**src/rtl/byte_to_multitone_synth_top_assert.svh**
```systemverilog
// Assertion macros shared by the synthesiser RTL.
`ifndef BYTE_TO_MULTITONE_SYNTH_TOP_ASSERT_SVH
`define BYTE_TO_MULTITONE_SYNTH_TOP_ASSERT_SVH

`ifndef SYNTHESIS
// Same-cycle implication, checked out of reset.
`define BTM_ASSERT_IMP(lbl, clk, rst_n, ante, cons) \
    lbl: assert property (@(posedge clk) disable iff (!rst_n) (ante) |-> (cons)) \
        else $error("btm check failed");
// Next-cycle implication, checked out of reset.
`define BTM_ASSERT_NXT(lbl, clk, rst_n, ante, cons) \
    lbl: assert property (@(posedge clk) disable iff (!rst_n) (ante) |=> (cons)) \
        else $error("btm check failed");
`else
`define BTM_ASSERT_IMP(lbl, clk, rst_n, ante, cons)
`define BTM_ASSERT_NXT(lbl, clk, rst_n, ante, cons)
`endif

`endif

```
**src/rtl/btm_pkg.sv**
```systemverilog
package btm_pkg;

    typedef struct packed {
        logic [7:0] data_byte;
        logic       restart;
    } t_in;

    typedef struct packed {
        logic signed [15:0] sample_out;
        logic               byte_done;
    } t_out;

    localparam int NUM_TONES = 8;

    // Pipeline stage positions
    localparam int ST_IN       = 0;
    localparam int ST_TONE     = 1;
    localparam int ST_SINE     = 2;
    localparam int SINE_STAGES = 5;
    localparam int ST_SUM      = 7;
    localparam int ST_GAIN     = 8;
    localparam int ST_OUT      = 9;
    localparam int NUM_STAGES  = 10;
    localparam int MIX_STAGES  = 3;

    // Configuration register indexes
    localparam logic [1:0] CFG_STEP = 2'd0;
    localparam logic [1:0] CFG_GAIN = 2'd1;
    localparam logic [1:0] CFG_SPB  = 2'd2;

    localparam logic [31:0] STEP_RESET = 32'd0;
    localparam logic [15:0] GAIN_RESET = 16'd23198;
    localparam logic [23:0] SPB_RESET  = 24'd44100;

    // Quarter-wave polynomial coefficients, Q15
    localparam logic [23:0] SINE_K0 = 24'd153;
    localparam logic [11:0] SINE_K1 = 12'd2611;
    localparam logic [14:0] SINE_K2 = 15'd21167;
    localparam logic [15:0] SINE_K3 = 16'd51472;
    localparam logic [16:0] SINE_MAX = 17'd32767;

    localparam int SUM_W  = 19;
    localparam int ABS_W  = 18;
    localparam int MAG_W  = 16;
    localparam int GAIN_SHIFT = 18;

    localparam logic [15:0] SAMPLE_MAX = 16'h7fff;
    localparam logic [15:0] SAMPLE_MIN = 16'h8000;

endpackage

```
**src/rtl/btm_sine.sv**
```systemverilog
module btm_sine (
    input  logic                              i_clk,
    input  logic [btm_pkg::SINE_STAGES-1:0]   i_en,
    input  logic [15:0]                       i_x,
    input  logic                              i_neg,
    output logic signed [16:0]                o_s
);

    logic [15:0] r_x2_a, r_x2_b, r_x2_c;
    logic [15:0] r_x_a, r_x_b, r_x_c, r_x_d;
    logic        r_n_a, r_n_b, r_n_c, r_n_d;
    logic [11:0] r_t1;
    logic [14:0] r_t2;
    logic [15:0] r_t3;
    logic signed [16:0] r_s;

    logic [31:0] w_sq;
    logic [23:0] w_p1;
    logic [27:0] w_p2;
    logic [30:0] w_p3;
    logic [31:0] w_p4;
    logic [16:0] w_q;
    logic [16:0] w_mag;

    always_comb begin
        w_sq  = 32'(i_x) * 32'(i_x);
        w_p1  = 24'(r_x2_a) * btm_pkg::SINE_K0;
        w_p2  = 28'(r_x2_b) * 28'(r_t1);
        w_p3  = 31'(r_x2_c) * 31'(r_t2);
        w_p4  = 32'(r_x_d) * 32'(r_t3);
        w_q   = w_p4[31:15];
        // Cap at full scale.
        w_mag = (w_q > btm_pkg::SINE_MAX) ? btm_pkg::SINE_MAX : w_q;
    end

    always_ff @(posedge i_clk) begin
        if (i_en[0]) begin
            r_x2_a <= w_sq[30:15];
            r_x_a  <= i_x;
            r_n_a  <= i_neg;
        end
        if (i_en[1]) begin
            r_t1   <= btm_pkg::SINE_K1 - {3'd0, w_p1[23:15]};
            r_x2_b <= r_x2_a;
            r_x_b  <= r_x_a;
            r_n_b  <= r_n_a;
        end
        if (i_en[2]) begin
            r_t2   <= btm_pkg::SINE_K2 - {2'd0, w_p2[27:15]};
            r_x2_c <= r_x2_b;
            r_x_c  <= r_x_b;
            r_n_c  <= r_n_b;
        end
        if (i_en[3]) begin
            r_t3   <= btm_pkg::SINE_K3 - w_p3[30:15];
            r_x_d  <= r_x_c;
            r_n_d  <= r_n_c;
        end
        if (i_en[4]) begin
            r_s <= r_n_d ? -$signed(w_mag) : $signed(w_mag);
        end
    end

    assign o_s = r_s;

endmodule

```
**config.mk**
```make
export PLATFORM = sky130hd
export DESIGN_NAME = btm_sine
export DESIGN_NICKNAME = d
export VERILOG_FILES = /design/src/rtl/byte_to_multitone_synth_top_assert.svh /design/src/rtl/btm_pkg.sv /design/src/rtl/btm_sine.sv
export SDC_FILE = /design/constraint.sdc
export NUM_CORES = 2
export LEC_CHECK = 0
export ABC_AREA = 0
export BUFFER_PORTS_ARGS = -buffer_cell sky130_fd_sc_hd__buf_2
export CAP_MARGIN = 20
export CORE_MARGIN = 3
export CORE_UTILIZATION = 45
export DETAILED_ROUTE_END_ITERATION = 12
export HOLD_SLACK_MARGIN = 0.02
export PLACE_DENSITY = 0.71
export SETUP_SLACK_MARGIN = 0.05
export SLEW_MARGIN = 25
export SYNTH_ARGS = -nofsm -noshare
export SYNTH_HDL_FRONTEND = slang
export SYNTH_SLANG_ARGS = --single-unit
```
**constraint.sdc**
```tcl
create_clock -name i_clk -period 8.05 [get_ports i_clk]
set_clock_uncertainty 0.1 [all_clocks]
set_input_delay 1.2075 -clock i_clk [delete_from_list [all_inputs] [get_ports i_clk]]
set_output_delay 1.2075 -clock i_clk [all_outputs]
set_load 0.01 [all_outputs]
```
==> results.yml <==
logic_synthesis:
  async_flop_share_pct: 0
  synth-seq-cells: 174
  synthesis.instances: 3685
  post-synth-top-count-cell: "inv_1"
  yosysSeqAreaShare_pct: 14.6
  synth_common_cells: "875 x inv_1, 682 x fa_1, 476 x nand2_1"
  synth_edf_count: 174
  syn_nets: 4821
  yosysTopAreaCell: "fa_1"
  synth-main-ff-cell: "edfxtp_1"
  synthTopCellsByArea: "fa_1 38%, ha_1 15%, edfxtp_1 15%"
  synth_area_per_cell_um2: 9.73
  yosysWarnings: 0
  synth_cell_types: 86
  synthDominantCellAreaShare_pct: 38.1
  netlist_area_um2: 35900
detailed_routing:
  ant_nets: 0
  postRouteWirelength_um: 74800
  wire_per_inst_um: 15.6
  initialDrtViolationCount: 1306
  first_pass_iters: 5
  route.detailed.drc: 0
  vias: 24300
  viasPerCell: 5.08
clocking:
  insertion_delay_ns: 0.45
  cts_root_buf: "clkbuf_16"
  ctsHoldBuffers: 0
  clock-sinks: 174
  clk_pin_slew_ns: 0.07
  clockBufferDepth: 2
  cts_buffers: 17
  htree_levels: 4
  cts_tree: "built"
timing:
  rsz0062_at_grt: "false"
  min_period_ns: 7.73
  setup_viol: 0
  hold_viol: 0
  worstMarginPinSlew_ns: 0.877
  drv_slew: 0
  setup_tns_ns: 0
  period_share_pct: 96.1
  max_freq_ghz: 0.129
  whs_ns: 0.314
  relSlewSlack_pct: 41.4
run:
  drv_cap: 0
outcome:
  outcome: "finished clean"
setup_path:
  crit_path_top_delay_cell: "or4_4"
  ff2ff_setup_slack_ns: 0.32
  crit_required_ns: 8.25
  timing.rr.end: "o_s[12]"
  worstSetupStartpointType: "register"
  crit_top_cell: "fa_1"
  crit_type: "reg -> reg"
  cp_data_arrival_time_ns: 7.93
  regToRegStartpoint: "r_t3[8]"
  endpoint_kind: "register"
  cpPeakStageDelay_ns: 0.61
  path_max_fanout: 8
  ff2ff_path_depth: 25
floorplan:
  coreArea_um2: 78200
  rows: 102
  io_pins: 40
  die_area_um2: 83100
  initial_core_util_pct: 45.9
  die_height_um: 288
  dieWidth_um: 288
hold_path:
  min_from: "r_x_c[12]"
  hp-class: "reg -> reg"
  min_path_cells: 0
  hold_end: "r_x_d[12]"
placed_design:
  finalWeightedCongestion: 0.859
  portBuffers: 39
  dp_hpwl_um: 61600
finish:
  finalNetCount: 4871
  n_antenna_cell: 0
  drive_gt1_share_pct: 6.46
  area_delta_synth_final_pct: 7.33
global_route:
  grt_max_degree: 49
  grt_pass1_wl_um: 128000
  antenna_found_initial: 3
  grt_pass1_vias: 26100
  grtUsageTotal_pct: 19.0
  grt-ovfl-total: 0
critical path, delay by kind of cell (launching register included):
| kind | cells | cell delay [ns] |
|---|---|---|
| buffers and inverters | 4 | 0.22 |
| muxes | 2 | 0.57 |
| adders and majority gates | 8 | 3.41 |
| DFF | 1 | 0.57 |
| and+or+nand+nor | 6 | 1.80 |
| AOI/OAI and AO/OA | 5 | 0.89 |
area by class of cell:
class	count	area (µm²)
tap	1040	1300
clock inverter	14	160
timing repair buffer	152	1070
inverter	875	3280
fill	7048	39700
multi-input combinational	2515	27000
sequential	174	5230
clock buffer	17	425
metal layers:
metal | share of wire (%) | vias to the layer above | track usage [%]
li1 | - | 11400 | -
met1 | 44 | 12300 | 25.3
met2 | 49 | 556 | 33.1
met3 | 4.7 | 103 | 2.42
met4 | 1.9 | 2 | 4.66
met5 | 0.0094 | - | 0
timing repair:
action	in CTS	in global routing
gates resized for setup	0	33
gates cloned	0	0
endpoints found under the setup margin	2	6
pin swaps	0	16
setup buffers	7	28
cell usage in the layout (no fill, tap or decap), types with 15 or more instances in the layout:
master / count
a21o_1: 35
fa_1: 680
nand2_1: 476
clkbuf_16: 17
ha_1: 426
xor2_1: 36
xnor2_1: 69
edfxtp_1: 174
o21ai_0: 33
buf_4: 108
nor2b_1: 15
and2_1: 330
nand3_1: 24
buf_2: 39
nor3_1: 28
nor2_1: 73
a21oi_1: 68
inv_1: 875
cells by family after synthesis:
group | count (synthesis) | synth area share (%)
compound gates | 266 | 5.06
xor+xnor | 105 | 2.56
fa+ha+maj | 1113 | 53.1
buf+inv | 996 | 10.5
flops | 174 | 14.6
mux | 7 | 0.237
simple gates | 1024 | 14.0
metrics by stage:
step	setup WS (ns)	utilization, %	instances	cell area [µm²]
after detailed placement	0.0358	47.9	4720	37500
after floorplan	0.128	-	3685	35900
after global placement	0.145	47.9	4720	37500
final	0.315	49.2	4787	38500
after global routing	0.0417	49.2	4787	38500
after CTS	0.0506	48.7	4758	38100
how the worst max path moves through the flow:
stage	from	to	slack (ns)
6_report	r_t3[8]	o_s[12]	0.32
5_1_grt	r_t3[4]	o_s[12]	0.04
4_1_cts	r_x_d[8]	o_s[12]	0.05
3_5_place_dp	r_x_d[6]	o_s[14]	0.04
3_3_place_gp	r_x_d[6]	o_s[14]	0.15
2_1_floorplan	r_t3[7]	o_s[14]	0.13
state kept, by name, summed over array words and instances (netlist names), 10 cells and up:
register	cells
r_x_c	16
r_t1	10
r_x_b	16
r_x2_c	16
r_x2_b	16
o_s	17
r_t3	16
r_x_d	16
r_x_a	16
r_x2_a	16
r_t2	15
Power is not shown: default switching activity piles up to over one toggle a cycle in this logic, so the estimate is an artifact.
