[config.mk]
export PLATFORM = sky130hd
export DESIGN_NAME = btm_front
export DESIGN_NICKNAME = d
export VERILOG_FILES = /design/src/rtl/btm_pkg.sv /design/src/rtl/btm_front.sv
export VERILOG_INCLUDE_DIRS = /design/src /design/src/rtl
export SDC_FILE = /design/constraint.sdc
export NUM_CORES = 2
export LEC_CHECK = 0
export BUFFER_PORTS_ARGS = -buffer_cell sky130_fd_sc_hd__buf_2
export CORE_MARGIN = 2
export CORE_UTILIZATION = 40
export CTS_CLUSTER_DIAMETER = 100
export DETAILED_ROUTE_END_ITERATION = 7
export SYNTH_ARGS = -nofsm -noshare
export SYNTH_HDL_FRONTEND = slang
export SYNTH_SLANG_ARGS = --single-unit
[constraint.sdc]
create_clock -name i_clk -period 15.77 [get_ports i_clk]
set_clock_uncertainty 0.15 [all_clocks]
set_input_delay 3.154 -clock i_clk [delete_from_list [all_inputs] [get_ports i_clk]]
set_output_delay 3.154 -clock i_clk [all_outputs]
set_load 0.005 [all_outputs]
[src/rtl/byte_to_multitone_synth_top_assert.svh]
// Assertion macros shared by the synthesiser RTL.
`ifndef BYTE_TO_MULTITONE_SYNTH_TOP_ASSERT_SVH
`define BYTE_TO_MULTITONE_SYNTH_TOP_ASSERT_SVH

`ifndef SYNTHESIS
// Same-cycle implication, checked out of reset.
`define BTM_ASSERT_IMP(lbl, clk, rst_n, ante, cons) \
    lbl: assert property (@(posedge clk) disable iff (!rst_n) (ante) |-> (cons)) \
        else $error("btm check failed");
// Next-cycle implication, checked out of reset.
`define BTM_ASSERT_NXT(lbl, clk, rst_n, ante, cons) \
    lbl: assert property (@(posedge clk) disable iff (!rst_n) (ante) |=> (cons)) \
        else $error("btm check failed");
`else
`define BTM_ASSERT_IMP(lbl, clk, rst_n, ante, cons)
`define BTM_ASSERT_NXT(lbl, clk, rst_n, ante, cons)
`endif

`endif

[src/rtl/btm_pkg.sv]
package btm_pkg;

    typedef struct packed {
        logic [7:0] data_byte;
        logic       restart;
    } t_in;

    typedef struct packed {
        logic signed [15:0] sample_out;
        logic               byte_done;
    } t_out;

    localparam int NUM_TONES = 8;

    // Pipeline stage positions
    localparam int ST_IN       = 0;
    localparam int ST_TONE     = 1;
    localparam int ST_SINE     = 2;
    localparam int SINE_STAGES = 5;
    localparam int ST_SUM      = 7;
    localparam int ST_GAIN     = 8;
    localparam int ST_OUT      = 9;
    localparam int NUM_STAGES  = 10;
    localparam int MIX_STAGES  = 3;

    // Configuration register indexes
    localparam logic [1:0] CFG_STEP = 2'd0;
    localparam logic [1:0] CFG_GAIN = 2'd1;
    localparam logic [1:0] CFG_SPB  = 2'd2;

    localparam logic [31:0] STEP_RESET = 32'd0;
    localparam logic [15:0] GAIN_RESET = 16'd23198;
    localparam logic [23:0] SPB_RESET  = 24'd44100;

    // Quarter-wave polynomial coefficients, Q15
    localparam logic [23:0] SINE_K0 = 24'd153;
    localparam logic [11:0] SINE_K1 = 12'd2611;
    localparam logic [14:0] SINE_K2 = 15'd21167;
    localparam logic [15:0] SINE_K3 = 16'd51472;
    localparam logic [16:0] SINE_MAX = 17'd32767;

    localparam int SUM_W  = 19;
    localparam int ABS_W  = 18;
    localparam int MAG_W  = 16;
    localparam int GAIN_SHIFT = 18;

    localparam logic [15:0] SAMPLE_MAX = 16'h7fff;
    localparam logic [15:0] SAMPLE_MIN = 16'h8000;

endpackage

[src/rtl/btm_front.sv]
module btm_front #(
    parameter int PHASE_BITS     = 32,
    parameter int SINE_ADDR_BITS = 10,
    parameter int COUNT_BITS     = 24
) (
    input  logic                                  i_clk,
    input  logic                                  i_rst_n,
    input  logic                                  i_accept,
    input  logic [1:0]                            i_en,
    input  btm_pkg::t_in                          i_in,
    input  logic [31:0]                           i_step,
    input  logic [23:0]                           i_spb,
    output logic [btm_pkg::NUM_TONES-1:0][15:0]   o_x,
    output logic [btm_pkg::NUM_TONES-1:0]         o_neg,
    output logic                                  o_done
);

    localparam int PROD_W  = PHASE_BITS + 6;
    localparam int X_SHIFT = 17 - SINE_ADDR_BITS;
    localparam logic [SINE_ADDR_BITS-2:0] QUARTER = (SINE_ADDR_BITS-1)'(1) << (SINE_ADDR_BITS-2);

    logic [PHASE_BITS-1:0] r_base;
    logic [COUNT_BITS-1:0] r_slot;
    logic [PHASE_BITS-1:0] r_bp;
    logic [7:0]            r_byte;
    logic                  r_done;
    logic [btm_pkg::NUM_TONES-1:0][15:0] r_x;
    logic [btm_pkg::NUM_TONES-1:0]       r_neg;
    logic                  r_done1;

    logic [PHASE_BITS-1:0] w_bp;
    logic [COUNT_BITS-1:0] w_cnt;
    logic [COUNT_BITS-1:0] w_len;
    logic [COUNT_BITS:0]   w_next;
    logic                  w_done;
    logic [btm_pkg::NUM_TONES-1:0][15:0] n_x;
    logic [btm_pkg::NUM_TONES-1:0]       n_neg;

    // Restart zeroes the state before this request's sample is made.
    always_comb begin
        w_bp   = i_in.restart ? '0 : r_base;
        w_cnt  = i_in.restart ? '0 : r_slot;
        w_len  = COUNT_BITS'(i_spb);
        if (w_len == '0) begin
            w_len = COUNT_BITS'(1);
        end
        w_next = {1'b0, w_cnt} + (COUNT_BITS+1)'(1);
        w_done = (w_next >= {1'b0, w_len});
    end

    always_ff @(posedge i_clk) begin
        if (!i_rst_n) begin
            r_base <= '0;
            r_slot <= '0;
        end else if (i_accept) begin
            r_base <= w_bp + PHASE_BITS'(i_step);
            r_slot <= w_done ? '0 : w_next[COUNT_BITS-1:0];
        end
    end

    always_ff @(posedge i_clk) begin
        if (i_en[0]) begin
            r_bp   <= w_bp;
            r_byte <= i_in.data_byte;
            r_done <= w_done;
        end
    end

    // Tone phase is (3 + 2m) times the base phase; fold it into a quarter-wave position.
    always_comb begin
        logic [5:0]                mult;
        logic [PROD_W-1:0]         prod;
        logic [PHASE_BITS-1:0]     ph;
        logic [SINE_ADDR_BITS-1:0] addr;
        logic [SINE_ADDR_BITS-2:0] pos;
        n_x   = '0;
        n_neg = '0;
        for (int r = 0; r < btm_pkg::NUM_TONES; r++) begin
            mult = 6'(4 * r + 3) + {4'd0, r_byte[7 - r], 1'b0};
            prod = PROD_W'(r_bp) * PROD_W'(mult);
            ph   = prod[PHASE_BITS-1:0];
            addr = ph[PHASE_BITS-1 -: SINE_ADDR_BITS];
            pos  = {1'b0, addr[SINE_ADDR_BITS-3:0]};
            if (addr[SINE_ADDR_BITS-2]) begin
                pos = QUARTER - pos;
            end
            n_x[r]   = 16'(pos) << X_SHIFT;
            n_neg[r] = addr[SINE_ADDR_BITS-1];
        end
    end

    always_ff @(posedge i_clk) begin
        if (i_en[1]) begin
            r_x     <= n_x;
            r_neg   <= n_neg;
            r_done1 <= r_done;
        end
    end

    assign o_x    = r_x;
    assign o_neg  = r_neg;
    assign o_done = r_done1;

`include "byte_to_multitone_synth_top_assert.svh"

    `BTM_ASSERT_NXT(a_restart_zero, i_clk, i_rst_n, i_accept && i_in.restart, r_bp == '0)
    `BTM_ASSERT_NXT(a_unit_slot_done, i_clk, i_rst_n, i_accept && (w_len == COUNT_BITS'(1)), r_done)

endmodule

==> flow_metrics.py <==
metrics = {
    "sta": {
        "fmax_mhz": 129,
        "min_period_over_period_pct": 49.3,
        "maxSlewViolCount": 0,
        "rsz0062_at_grt": "false",
        "worst_slew_pin_slew_ns": 1.03,
        "period_minus_slack_ns": 7.77,
        "setup_viol": 0,
        "max-slew-margin-rel_pct": 30.2,
        "finalHoldViolCount": 0,
        "fin_tns_setup_ns": 0,
    },
    "min_path": {
        "holdPathEnd": "r_base[30]",
        "hp-start": "r_base[30]",
        "min_delay_path_depth": 1,
        "holdCritPathClass": "reg2reg",
    },
    "cts": {
        "cts_tree": "yes",
        "cts_root_buffer": "clkbuf_16",
        "clk_latency_ns": 0.53,
        "postCtsSetupBuffers": 0,
        "cts-htree-levels": 4,
        "numCtsBuffers": 17,
        "cts.sinks": 178,
        "hold_buffers": 0,
        "clk_pin_slew_ns": 0.08,
        "clock_path_buffers": 2,
        "post_cts_resized": 0,
    },
    "layout": {
        "final_common_cell": "inv_1",
        "area_delta_synth_final_pct": 6.15,
        "layout_common_cells": "703 x inv_1, 578 x ha_1, 370 x fa_1",
        "nets": 4916,
        "fin_area_um2": 36500,
        "multi_input_area_um2": 25900,
        "fin_util_pct": 42.9,
        "drive_above_1_share_pct": 7.34,
        "ff_latch_area_um2": 4780,
        "fillers": 8580,
        "diodes": 0,
    },
    "setup_path": {
        "reg2reg_from": "r_bp[15]",
        "worst_setup_path_start_kind": "input port",
        "critPathSlowestCell": "nor4b_2",
        "max_stage_delay_ns": 0.84,
        "cp_cell_sequence": "buf_2, buf_4, nor2b_1, ha_1, nand3_1, nor4b_1, nand2_1, nor2_1, nand2_1, or3_1, a21oi_1, ha_1, a21o_1, a211oi_1, nor4b_2, buf_4, a22o_1",
        "end_kind": "register",
        "crit_arrival_ns": 8.07,
        "cp_data_required_time_ns": 16.07,
        "worst-r2r-setup-slack_ns": 9.08,
        "reg2reg_depth": 22,
        "worstPathBufferInverterCount": 3,
        "crit_type": "in2reg",
        "critPathMaxFanout": 63,
        "crit_family": "simple AND/OR/NAND/NOR gates",
        "r2r_end": "o_x[123]",
    },
    "placed_design": {
        "place_area_um2": 35900,
        "port_buffers": 150,
        "dp_hpwl_um": 62800,
        "gp_congestion": 0.835,
    },
    "detailed_routing": {
        "wl_per_cell_um": 15.9,
        "wirelength_um": 80600,
        "firstDrtPassIters": 7,
        "drt_iter0_drc": 1130,
        "vias": 25400,
        "drc": 0,
        "vias_per_cell": 5.03,
        "antenna_left": 0,
    },
    "run": {
        "cap_violations": 0,
    },
    "floorplan": {
        "die-area_um2": 88400,
        "die_y_um": 297,
        "coreArea_um2": 85100,
        "dieWidth_um": 297,
        "row_count": 107,
        "initial_core_util_pct": 40.4,
        "ios": 207,
    },
    "synthesis": {
        "synth_cells": 3909,
        "synth_warnings": 0,
        "synth_edf_count": 122,
        "yosysSeqAreaShare_pct": 13.9,
        "synth.distinct_cells": 92,
        "synthArstFlopShare_pct": 0,
        "synthFlopType": "edfxtp_1",
        "ys_ff_latch": 178,
        "syn_avg_cell_area_um2": 8.80,
        "synth_area_um2": 34400,
    },
    "power_and_ir_drop": {
        "peakVddDrop_mv": 0.0800,
        "power.density_nw_per_um2": 105,
        "p_leak_nw": 18.9,
    },
    "global_routing": {
        "grt_pass1_wl_um": 134000,
        "grt_pass1_vias": 25400,
        "grt.total_usage_pct": 18.9,
        "antenna_found_initial": 0,
        "overflow": 0,
        "grt_max_degree": 70,
    },
    "status": {
        "status": "complete, no violations",
    },
}
## worst max-delay path by stage
stage	startpoint	slack (ns)	to	cells past startpoint
after floorplan	i_in[0]	8.22	r_slot[10]	21
after global placement	i_in[0]	7.50	r_slot[20]	21
after detailed placement	i_in[0]	7.48	r_slot[20]	21
after CTS	i_in[0]	8.04	r_slot[3]	17
after global routing	i_in[0]	7.43	r_slot[6]	17
final	i_in[0]	8.00	r_slot[3]	17
## kinds of logic (layout without fill, tap and decap cells)
group | count (synthesis) | in the layout | synth area share [%]
AO/OA/AOI/OAI | 670 | 670 | 12.8
multiplexers | 52 | 52 | 1.59
other | 2 | 57 | 0.0218
AND/OR/NAND/NOR | 852 | 852 | 12.4
flip-flops | 178 | 178 | 13.9
XOR/XNOR | 203 | 203 | 5.17
adder cells (fa/ha/maj) | 948 | 948 | 42.5
buffers and inverters | 1004 | 951 | 11.6
## worst register-to-register path, cell delays in order, from the launching register on
cell and delay, ns:
edfxtp_1 0.32, buf_4 0.30, clkinv_1 0.58, nor2_1 0.44, inv_1 0.12, fa_1 0.51, inv_1 0.05, fa_1 0.52
inv_1 0.05, fa_1 0.47, inv_1 0.04, ha_1 0.29, and3_1 0.18, a221o_1 0.31, a211oi_1 0.27, o21ai_1 0.16
a21oi_1 0.16, nand2_1 0.10, o41a_1 0.35, xnor2_1 0.64, or4_1 0.22, nand3_1 0.07, xor2_1 0.15
## metrics by stage
stage          power [mW]  std cells  hold slack, ns  worst slack, ns
6_report             3.85       5055           0.300             8.00
4_1_cts              3.91       5055           0.302             8.04
2_1_floorplan        2.75       3964           0.250             8.22
3_3_place_gp         3.37       5023           0.276             7.50
5_1_grt              4.31       5055           0.329             7.43
3_5_place_dp         3.40       5023           0.281             7.48
## flip-flops by register name, summed over array words and instances, names as in the netlist
register / count
o_done: 1
o_neg: 8
o_x: 72
r_base: 32
r_bp: 32
r_byte: 8
r_done: 1
r_slot: 24
## power breakdown
group,switching (mW),total (mW),leakage (nW),internal (mW)
sequential,0.0497,0.757,1.67,0.707
combinational,1.50,2.62,16.9,1.12
clock,0.241,0.473,0.307,0.232
## final cells by class
class | instances | share of cell area, %
Clock inverter | 13 | 0.408
Inverter | 719 | 7.39
Timing Repair Buffer | 200 | 3.09
Multi-Input combinational cell | 2782 | 70.8
Sequential cell | 178 | 13.1
Tap cell | 1144 | 3.92
Clock buffer | 19 | 1.30
## synth_stat cells, types with 13 or more instances
library cell    n  share of area [%]
nor3_1         37               0.54
a31oi_1        20               0.36
nand3_1        53               0.77
nand2_1       201                2.2
xor2_1         72                1.8
a21oi_1       159                2.3
ha_1          578                 21
o21a_1         13               0.28
and3_1         23               0.42
mux2i_1        31               0.90
nand4_1        22               0.40
buf_4          56                1.2
or3_1          13               0.24
inv_1         703                7.7
and2_1         73                1.3
xnor2_1       131                3.3
a22o_1         24               0.61
dfxtp_1        56                3.3
a21o_1        115                2.5
nand2b_1       56                1.0
clkinv_1       15               0.16
a211oi_1       17               0.37
nor2b_1        72                1.3
o21ai_1        22               0.32
fa_1          370                 22
edfxtp_1      122                 11
mux2_2         21               0.69
nor2_1        225                2.5
o21bai_1       14               0.31
o21ai_0       169                2.5
nor4_1         21               0.38
clkbuf_1      219                2.4
## layer usage
metal / wire length, µm / part of all wire, % / GRT usage, % / vias up
met4: 1750 / 2.2 / 5.00 / 0
li1: - / - / - / 12700
met2: 37400 / 46 / 31.4 / 377
met1: 39100 / 48 / 26.1 / 12200
met3: 2340 / 2.9 / 2.18 / 84
met5: 0 / 0 / 0 / -
Note: power is estimated with default switching activity, not from simulation.
