<file path="config.mk">
export PLATFORM = sky130hd
export DESIGN_NAME = btm_mix
export DESIGN_NICKNAME = d
export VERILOG_FILES = /design/src/rtl/byte_to_multitone_synth_top_assert.svh /design/src/rtl/btm_pkg.sv /design/src/rtl/btm_mix.sv
export SDC_FILE = /design/constraint.sdc
export NUM_CORES = 1
export LEC_CHECK = 0
export BUFFER_PORTS_ARGS = -buffer_cell sky130_fd_sc_hd__buf_4
export CORE_ASPECT_RATIO = 0.9
export CORE_MARGIN = 1
export CORE_UTILIZATION = 40
export DETAILED_ROUTE_END_ITERATION = 10
export GPL_ROUTABILITY_DRIVEN = 0
export SKIP_LAST_GASP = 1
export SYNTH_ARGS = -nofsm -noshare
export SYNTH_HDL_FRONTEND = slang
export SYNTH_SLANG_ARGS = --single-unit
</file>
<file path="constraint.sdc">
create_clock -name i_clk -period 15.2 [get_ports i_clk]
set_input_delay 0.76 -clock i_clk [delete_from_list [all_inputs] [get_ports i_clk]]
set_output_delay 0.76 -clock i_clk [all_outputs]
set_load 0.03 [all_outputs]
</file>
<file path="src/rtl/byte_to_multitone_synth_top_assert.svh">
// Assertion macros shared by the synthesiser RTL.
`ifndef BYTE_TO_MULTITONE_SYNTH_TOP_ASSERT_SVH
`define BYTE_TO_MULTITONE_SYNTH_TOP_ASSERT_SVH

`ifndef SYNTHESIS
// Same-cycle implication, checked out of reset.
`define BTM_ASSERT_IMP(lbl, clk, rst_n, ante, cons) \
    lbl: assert property (@(posedge clk) disable iff (!rst_n) (ante) |-> (cons)) \
        else $error("btm check failed");
// Next-cycle implication, checked out of reset.
`define BTM_ASSERT_NXT(lbl, clk, rst_n, ante, cons) \
    lbl: assert property (@(posedge clk) disable iff (!rst_n) (ante) |=> (cons)) \
        else $error("btm check failed");
`else
`define BTM_ASSERT_IMP(lbl, clk, rst_n, ante, cons)
`define BTM_ASSERT_NXT(lbl, clk, rst_n, ante, cons)
`endif

`endif

</file>
<file path="src/rtl/btm_pkg.sv">
package btm_pkg;

    typedef struct packed {
        logic [7:0] data_byte;
        logic       restart;
    } t_in;

    typedef struct packed {
        logic signed [15:0] sample_out;
        logic               byte_done;
    } t_out;

    localparam int NUM_TONES = 8;

    // Pipeline stage positions
    localparam int ST_IN       = 0;
    localparam int ST_TONE     = 1;
    localparam int ST_SINE     = 2;
    localparam int SINE_STAGES = 5;
    localparam int ST_SUM      = 7;
    localparam int ST_GAIN     = 8;
    localparam int ST_OUT      = 9;
    localparam int NUM_STAGES  = 10;
    localparam int MIX_STAGES  = 3;

    // Configuration register indexes
    localparam logic [1:0] CFG_STEP = 2'd0;
    localparam logic [1:0] CFG_GAIN = 2'd1;
    localparam logic [1:0] CFG_SPB  = 2'd2;

    localparam logic [31:0] STEP_RESET = 32'd0;
    localparam logic [15:0] GAIN_RESET = 16'd23198;
    localparam logic [23:0] SPB_RESET  = 24'd44100;

    // Quarter-wave polynomial coefficients, Q15
    localparam logic [23:0] SINE_K0 = 24'd153;
    localparam logic [11:0] SINE_K1 = 12'd2611;
    localparam logic [14:0] SINE_K2 = 15'd21167;
    localparam logic [15:0] SINE_K3 = 16'd51472;
    localparam logic [16:0] SINE_MAX = 17'd32767;

    localparam int SUM_W  = 19;
    localparam int ABS_W  = 18;
    localparam int MAG_W  = 16;
    localparam int GAIN_SHIFT = 18;

    localparam logic [15:0] SAMPLE_MAX = 16'h7fff;
    localparam logic [15:0] SAMPLE_MIN = 16'h8000;

endpackage

</file>
<file path="src/rtl/btm_mix.sv">
module btm_mix (
    input  logic                                  i_clk,
    input  logic [btm_pkg::MIX_STAGES-1:0]        i_en,
    input  logic [btm_pkg::NUM_TONES-1:0][16:0]   i_s,
    input  logic                                  i_done,
    input  logic [15:0]                           i_gain,
    output btm_pkg::t_out                         o_out
);

    localparam int PROD_W = btm_pkg::ABS_W + 16;

    logic signed [btm_pkg::SUM_W-1:0] r_sum;
    logic                             r_done_a;
    logic [btm_pkg::MAG_W-1:0]        r_mag;
    logic                             r_neg;
    logic                             r_done_b;
    btm_pkg::t_out                    r_out;

    logic signed [btm_pkg::SUM_W-1:0] w_sum;
    logic [btm_pkg::ABS_W-1:0]        w_abs;
    logic [PROD_W-1:0]                w_prod;
    btm_pkg::t_out                    n_out;

    always_comb begin
        w_sum = '0;
        for (int r = 0; r < btm_pkg::NUM_TONES; r++) begin
            w_sum = w_sum + btm_pkg::SUM_W'($signed(i_s[r]));
        end
    end

    // Divide by eight and apply Q15 gain on the magnitude so it truncates towards zero.
    always_comb begin
        w_abs  = r_sum[btm_pkg::SUM_W-1] ? btm_pkg::ABS_W'(-r_sum) : btm_pkg::ABS_W'(r_sum);
        w_prod = PROD_W'(w_abs) * PROD_W'(i_gain);
    end

    always_comb begin
        n_out.byte_done = r_done_b;
        if (r_neg) begin
            n_out.sample_out = (r_mag > btm_pkg::SAMPLE_MIN) ? $signed(btm_pkg::SAMPLE_MIN)
                                                             : $signed(16'd0 - r_mag);
        end else begin
            n_out.sample_out = (r_mag > btm_pkg::SAMPLE_MAX) ? $signed(btm_pkg::SAMPLE_MAX)
                                                             : $signed(r_mag);
        end
    end

    always_ff @(posedge i_clk) begin
        if (i_en[0]) begin
            r_sum    <= w_sum;
            r_done_a <= i_done;
        end
        if (i_en[1]) begin
            r_mag    <= w_prod[btm_pkg::GAIN_SHIFT +: btm_pkg::MAG_W];
            r_neg    <= r_sum[btm_pkg::SUM_W-1];
            r_done_b <= r_done_a;
        end
        if (i_en[2]) begin
            r_out <= n_out;
        end
    end

    assign o_out = r_out;

endmodule

</file>
==> results of run 1 <==
critical path: cells and delay by family, from the launching register on:
| family | cells | cell delay (ps) |
|---|---|---|
| buffers and inverters | 5 | 550 |
| xor gates and xnor gates | 2 | 230 |
| and+or+nand+nor | 7 | 1950 |
| DFF | 1 | 660 |
| AOI/OAI and AO/OA | 5 | 1660 |
| adders and majority gates | 7 | 3240 |
cell usage after synthesis (all sizes together) (3+ instances only):
library cell | count | area, um^2
and2 | 112 | 706
xor2 | 6 | 52.6
o21ai | 26 | 134
xnor2 | 44 | 385
nor2b | 12 | 75.1
or2 | 3 | 18.8
ha | 124 | 1550
nor3 | 10 | 50.1
nand3 | 11 | 55.1
o311ai | 11 | 96.3
fa | 324 | 6490
clkbuf | 40 | 150
edfxtp | 55 | 1650
o31a | 7 | 61.3
o211ai | 3 | 22.5
a211oi | 3 | 22.5
or4 | 4 | 33.8
o21bai | 3 | 22.5
a31oi | 7 | 43.8
nand2 | 215 | 807
inv | 414 | 1550
o31ai | 6 | 63.8
nand2b | 4 | 25.0
a21oi | 23 | 115
or3 | 10 | 62.6
buf | 7 | 38.8
o21a | 4 | 30.0
nor2 | 22 | 85.1
a21o | 7 | 52.6
flip-flops by register name, indices dropped and copies added, names as in the netlist:
name and count:
r_sum 19, o_out 17, r_mag 16, r_done_a 1, r_done_b 1, r_neg 1
routing by layer:
metal,global-route usage (%),up-vias,wire length [um]
li1,-,4894,-
met1,25.7,5221,14900
met2,31.9,279,16100
met3,2.75,44,1850
met4,3.97,0,558
met5,0,-,0
worst paths after layout:
kind / from / endpoint / slack (ps) / cells past startpoint
hold / removal: r_done_b / o_out[0] / 420 / 0
hold reg to reg: r_done_b / o_out[0] / 420 / 0
setup reg to reg: r_sum[0] / r_mag[15] / 6650 / 26
setup / recovery: r_sum[0] / r_mag[15] / 6650 / 26
through the flow:
stage / util (%) / cell area, um^2
3_5_place_dp: 45.8 / 16500
6_report: 46.3 / 16700
2_1_floorplan: - / 14700
4_1_cts: 46.3 / 16700
5_1_grt: 46.3 / 16700
3_3_place_gp: 45.8 / 16500
final cells by class:
type	count	area [um^2]	area share, %
inverter	414	1550	9.31
clock inverter	3	27.5	0.165
timing repair buffer	187	1400	8.41
multi-input combinational	1026	11300	67.9
clock buffer	5	125	0.749
tap	476	596	3.57
sequential	55	1650	9.89
cells by family after synthesis:
| group | Yosys count |
|---|---|
| simple gates | 412 |
| buf+inv | 461 |
| compound gates | 115 |
| xor+xnor | 50 |
| mux | 1 |
| flops | 55 |
| fa+ha+maj | 448 |
==> flow_summary.ini, run 1 <==
[run_status]
status = finished clean

[logic_synthesis]
synth_warnings = 0
syn_area_um2 = 14700
synthMuxAreaShare_pct = 0.0683
synthArstFlopShare_pct = 0
yosys.area_share.simple_pct = 13.5
syn_avg_cell_area_um2 = 9.51
synth_compound_area_share_pct = 5.46
synth_xor_area_share_pct = 2.99
ys_seq_area_share_pct = 11.3
syn_inst = 1542
syn-num-nets = 2147
synth_top_family_by_area = adder cells
ys_types = 60
synth_edf_count = 55
synthAdderAreaFrac_pct = 54.8
synthFlopType = edfxtp_1
ys_ff_latch = 55

[grt]
grt_antenna_before_repair = 0
grt_pass1_wl_um = 55400
overflow = 0
grt_max_degree = 25
grt_use_total_pct = 18.9
grt_pass1_vias = 11100

[critical_path]
critPathLaunchType = flop
worst_path_most_repeated_cell = fa_1
cpPeakStageDelay_ps = 660
path_max_fanout = 17
path_class = flop to flop
end_kind = flop
cp.required_ps = 15270
worst_ep_arrival_time_ps = 8620
slowest_stage = edfxtp_1

[clock_tree]
cts_buffer_depth = 2
cts_root_buf = clkbuf_16
cts.sinks = 55
clock_latency_ps = 310
clk_pin_slew_ps = 80
cts_resized = 0
postCtsSetupBuffers = 0
cts_inserted_buffers = 5
cts_max_level = 2
hold_buffers = 0
cts_tree = built

[floorplan]
die_w_um = 204
die_area_um2 = 37400
die_h_um = 184
num_io_pins = 174
coreArea_um2 = 36100
rows = 66
start_util_pct = 40.6

[timing]
period_needed_ps = 8550
relSlewSlack_pct = 22.7
hold_viol_final = 0
setup_viol = 0
setup_ws_ps = 6650
whs_ps = 422
tightest_slew_ps = 1150
slew_viol_final = 0
finalSetupTns_ps = 0
fin_crit_sh_pct = 56.3
rsz0062_at_grt = false
fmax_mhz = 117
fin_skew_ps = 7.42

[placed_design]
port_buffers = 173
placed_cells = 2158
place_hpwl_um = 27300
pre_cts_slack_ps = 6590

[run]
drv_cap = 0

[routing]
drc = 0
antenna_left = 0
drt_pre_antenna_iters = 7
wl_um = 33400
vias = 10400
via_per_inst = 4.82
drtIter0Drc = 421
routedWlPerCell_um = 15.4

[hold_path]
hold_class = flop to flop

[finish]
final_common_cell = inv_1
drive_above_1_share_pct = 12.7
fin_nets = 2294
fillers = 3465
layout.cells.non_filler = 2166
antenna_cells = 0
area_growth_syn_to_layout_pct = 13.8
mostFrequentLayoutCells = inv_1, fa_1, nand2_1
Power of run 1 is left out: the tool's default activity adds up to more than one toggle a clock period on the data nets, which glitch-free logic cannot reach.
==> run 2: changes to the inputs <==
- ABC_AREA: default -> 1
- clock period: 15.2 -> 8.8 ns (I/O delays scaled with it)
==> run 2 against run 1 <==
Cell count rose by 19%. Highest routed layer unchanged. Via count rose by 21%. Area after synthesis rose by 7.7%. Core utilization fell by 0.43 points. Die area rose by 7.6%.
==> flow_summary.ini, run 2 <==
[routing]
drtIter0Drc = 755
routedWlPerCell_um = 15.6
antenna_left = 0
via_per_inst = 4.90
drt_pre_antenna_iters = 5
wl_um = 40200
drc = 0
vias = 12600

[logic_synthesis]
syn-num-nets = 2510
ys_seq_area_share_pct = 10.5
synth_warnings = 0
synthFlopType = edfxtp_1
yosys.area.top_type = fa_1
synthArstFlopShare_pct = 0
syn_area_um2 = 15800
yosys-top-cells-area = fa_1, inv_1, edfxtp_1
syn_avg_cell_area_um2 = 8.29
yosysTopAreaCellShare_pct = 41.1
synth_edf_count = 55
ys_types = 51
syn_inst = 1905
netlist_top_cells_count = inv_1, nand2_1, fa_1, nor2_1, ha_1
yosysMostFrequentCell = inv_1
ys_ff_latch = 55

[timing]
fin_crit_sh_pct = 88.3
relSlewSlack_pct = 29.7
finalSetupTns_ps = 0
whs_ps = 304
hold_viol_final = 0
period_needed_ps = 7770
fin_skew_ps = 9.63
rsz0062_at_grt = false
setup_viol = 0
tightest_slew_ps = 1050
fmax_mhz = 129
setup_ws_ps = 1030
slew_viol_final = 0

[grt]
grt_antenna_before_repair = 0
grt_use_total_pct = 21.4
grt_pass1_vias = 13500
grt_max_degree = 21
grt_pass1_wl_um = 67600
overflow = 0

[run]
drv_cap = 0

[clock_tree]
cts_inserted_buffers = 5
cts.sinks = 55
cts_max_level = 2
cts_root_buf = clkbuf_16
hold_buffers = 0
clk_pin_slew_ps = 90
postCtsSetupBuffers = 0
cts_resized = 0
clock_latency_ps = 310
cts_tree = built
cts_buffer_depth = 2

[floorplan]
die_area_um2 = 40300
num_io_pins = 174
start_util_pct = 40.9
die_w_um = 211
die_h_um = 191
coreArea_um2 = 38600
rows = 68

[critical_path]
cp.buffers_inverters = 6
path_max_fanout = 16
cp.required_ps = 8880
cp.depth = 29
worst_path_most_repeated_cell = nand2_1
slowest_stage = xor2_1
critPathLaunchType = flop
path_class = flop to flop
worst_ep_arrival_time_ps = 7850
end_kind = flop
worstRegToRegCells = 29
critPathTopFamily = adder cells
cpPeakStageDelay_ps = 830

[hold_path]
hold_class = primary input to flop
holdPathStages = 1

[finish]
drive_above_1_share_pct = 10.8
top_register = r_sum
antenna_cells = 0
area_growth_syn_to_layout_pct = 12.1
largest_reg_flops = 19
final_common_cell = inv_1
final_util_pct = 45.8
mostFrequentLayoutCells = inv_1, nand2_1, fa_1
fin_nets = 2651

[placed_design]
pre_cts_slack_ps = 1110
place_hpwl_um = 34900
port_buffers = 173

[run_status]
status = finished clean
run 2: cell families (layout without fill, tap and decap cells):
kind of cell / count (synthesis) / in the layout / synth area share, %
compound gates: 122 / 122 / 4.47
xor+xnor: 41 / 41 / 2.27
fa+ha+maj: 448 / 448 / 50.9
buf+inv: 575 / 717 / 14.2
flops: 55 / 55 / 10.5
simple gates: 664 / 664 / 17.8
run 2: per-stage QoR:
stage                     cell area [um^2]  cells
after floorplan                      15800   1905
after detailed placement             17600   2564
final                                17700   2572
after CTS                            17700   2572
after global placement               17600   2564
after global routing                 17700   2572
run 2: final cells by class:
type                            instances  area [um^2]
Fill cell                            3916        20900
Multi-Input combinational cell       1275        11900
Tap cell                              525          657
Inverter                              531         2000
Sequential cell                        55         1650
Timing Repair Buffer                  178         1340
Clock inverter                          3         27.5
Clock buffer                            5          125
run 2: final timing paths:
path	end	slack [ps]	from
max	r_mag[11]	1030	r_sum[0]
min	r_done_a	300	i_done
max reg2reg	r_mag[11]	1030	r_sum[0]
min reg2reg	r_done_b	430	r_done_a
run 2: layer usage:
metal | vias to the layer above | GRT usage (%) | routed length [um]
li1 | 5876 | - | -
met1 | 6163 | 28.5 | 17000
met2 | 484 | 35.7 | 18600
met3 | 70 | 3.97 | 3470
met4 | 0 | 5.82 | 1080
met5 | - | 0 | 0
Power of run 2 is left out for the same reason.
==> run 3: changes to the inputs <==
- TNS_END_PERCENT: default -> 20
- clock period: 8.8 -> 9.85 ns (I/O delays scaled with it)
==> run 3 against run 2 <==
Count of clock-buffer cells in the layout unchanged. Fmax about the same. Sequential share of layout area about the same. Register-to-register slack improved by 1000 ps. Setup slack improved by 1000 ps. Clock skew about the same. Global-route usage decreased by 0.20 points. Sequential cell count unchanged. First-iteration DRC count increased by 16%. Critical path depth decreased by 4. Largest cell class unchanged.
==> flow_summary.ini, run 3 (synthesis results as in run 2) <==
[critical_path]
worstReg2RegEnd = r_mag[13]
path_class = flop to flop
worst_ep_arrival_time_ps = 7850
cp.required_ps = 9930
r2r-start = r_sum[0]
critPathLaunchType = flop
end_kind = flop
worstRegToRegCells = 25
r2r_slack_ps = 2070
path_max_fanout = 16

[routing]
drt_pre_antenna_iters = 6
drtIter0Drc = 879
vias = 12700
antenna_left = 0
drc = 0
via_per_inst = 4.93
routedWlPerCell_um = 15.6
wl_um = 40000
routed.top_layer = met4
wl_met3_um = 3480
dr_wl_met2_um = 18700
wl_met1_um = 16800

[clock_tree]
postCtsSetupBuffers = 0
cts_max_level = 2
hold_buffers = 0
cts_inserted_buffers = 5
cts_resized = 0
cts.sinks = 55
cts_buffer_depth = 2
clock_latency_ps = 320
clk_pin_slew_ps = 90
cts_root_buf = clkbuf_16
cts_tree = built

[hold_path]
hold_class = primary input to flop
holdPathStages = 1
whs_endpoint = r_done_a
hp-start = i_done

[timing]
period_needed_ps = 7780
fin_crit_sh_pct = 78.9
setup_viol = 0
relSlewSlack_pct = 31.5
fmax_mhz = 129
slew_viol_final = 0
finalSetupTns_ps = 0
rsz0062_at_grt = false
fin_skew_ps = 9.68
tightest_slew_ps = 1020
hold_viol_final = 0

[finish]
mostFrequentLayoutCells = inv_1, nand2_1, fa_1
area_growth_syn_to_layout_pct = 12.0
drive_above_1_share_pct = 10.8
fillers = 3928
largest_reg_flops = 19
fin_nets = 2649
top_register = r_sum
antenna_cells = 0
final_common_cell = inv_1

[run_status]
status = finished clean

[floorplan]
num_io_pins = 174
die_w_um = 211
die_area_um2 = 40300
die_h_um = 191
coreArea_um2 = 38600
rows = 68
start_util_pct = 40.9

[grt]
grt_max_degree = 21
grt_pass1_vias = 13400
grt_antenna_before_repair = 0
grt_pass1_wl_um = 66700
grt_use_total_pct = 21.2
overflow = 0

[placed_design]
place_hpwl_um = 34900
port_buffers = 173

[run]
drv_cap = 0
-- run 3: cell count changes in the layout (fill, tap and decap cells not counted), sizes merged --
cell / before / now
buf: 178 / 176
-- run 3: stage by stage --
stage                     util [%]  hold WS [ps]  area, um^2  setup slack, ps  instances
final                         45.8           353       17700             2070       2570
after global routing          45.8           351       17700             1660       2570
after CTS                     45.8           350       17700             2230       2570
after detailed placement      45.4           407       17500             2260       2562
after global placement        45.4           404       17500             2420       2562
after floorplan                  -           400       15800             3740       1905
-- run 3: worst max-delay path: stages (launching register included) --
cell and delay, ps:
edfxtp_1 720, inv_6 160, ha_1 210, nand4_1 200, nor2_1 190, nand2_1 70, nand2_1 100, xor2_1 800
inv_1 350, nor2_1 270, fa_1 470, inv_1 100, fa_1 430, fa_1 550, inv_1 50, fa_1 500
fa_1 490, ha_1 310, ha_1 430, nand2_1 190, o21ai_0 530, nand2_1 100, nand2_1 110, nor2_1 60
nand3_1 90, nand2_1 60
-- run 3: worst max-delay path by stage --
stage                   from         to  slack (ps)  cells past startpoint
floorplan           r_sum[0]   r_mag[9]        3740                     31
global placement    r_sum[0]  r_mag[13]        2420                     24
detailed placement  r_sum[0]   r_mag[9]        2260                     30
CTS                 r_sum[0]  r_mag[13]        2230                     24
global route        r_sum[0]  r_mag[13]        1660                     24
finish              r_sum[0]  r_mag[13]        2070                     25
-- run 3: layout make-up --
cell class                      instances  area [um^2]  share of cell area [%]
Multi-Input combinational cell       1275        11900                    67.3
Inverter                              531         2000                    11.3
Sequential cell                        55         1650                    9.34
Timing Repair Buffer                  176         1320                    7.47
Tap cell                              525          657                    3.71
Clock buffer                            5          125                   0.707
Clock inverter                          3         27.5                   0.156
-- run 3: layer usage --
| metal | track usage (%) | up-vias |
|---|---|---|
| li1 | - | 5876 |
| met5 | 0 | - |
| met4 | 6.10 | 0 |
| met1 | 28.2 | 6237 |
| met2 | 35.4 | 500 |
| met3 | 3.82 | 66 |
Power of run 3 is left out for the same reason.
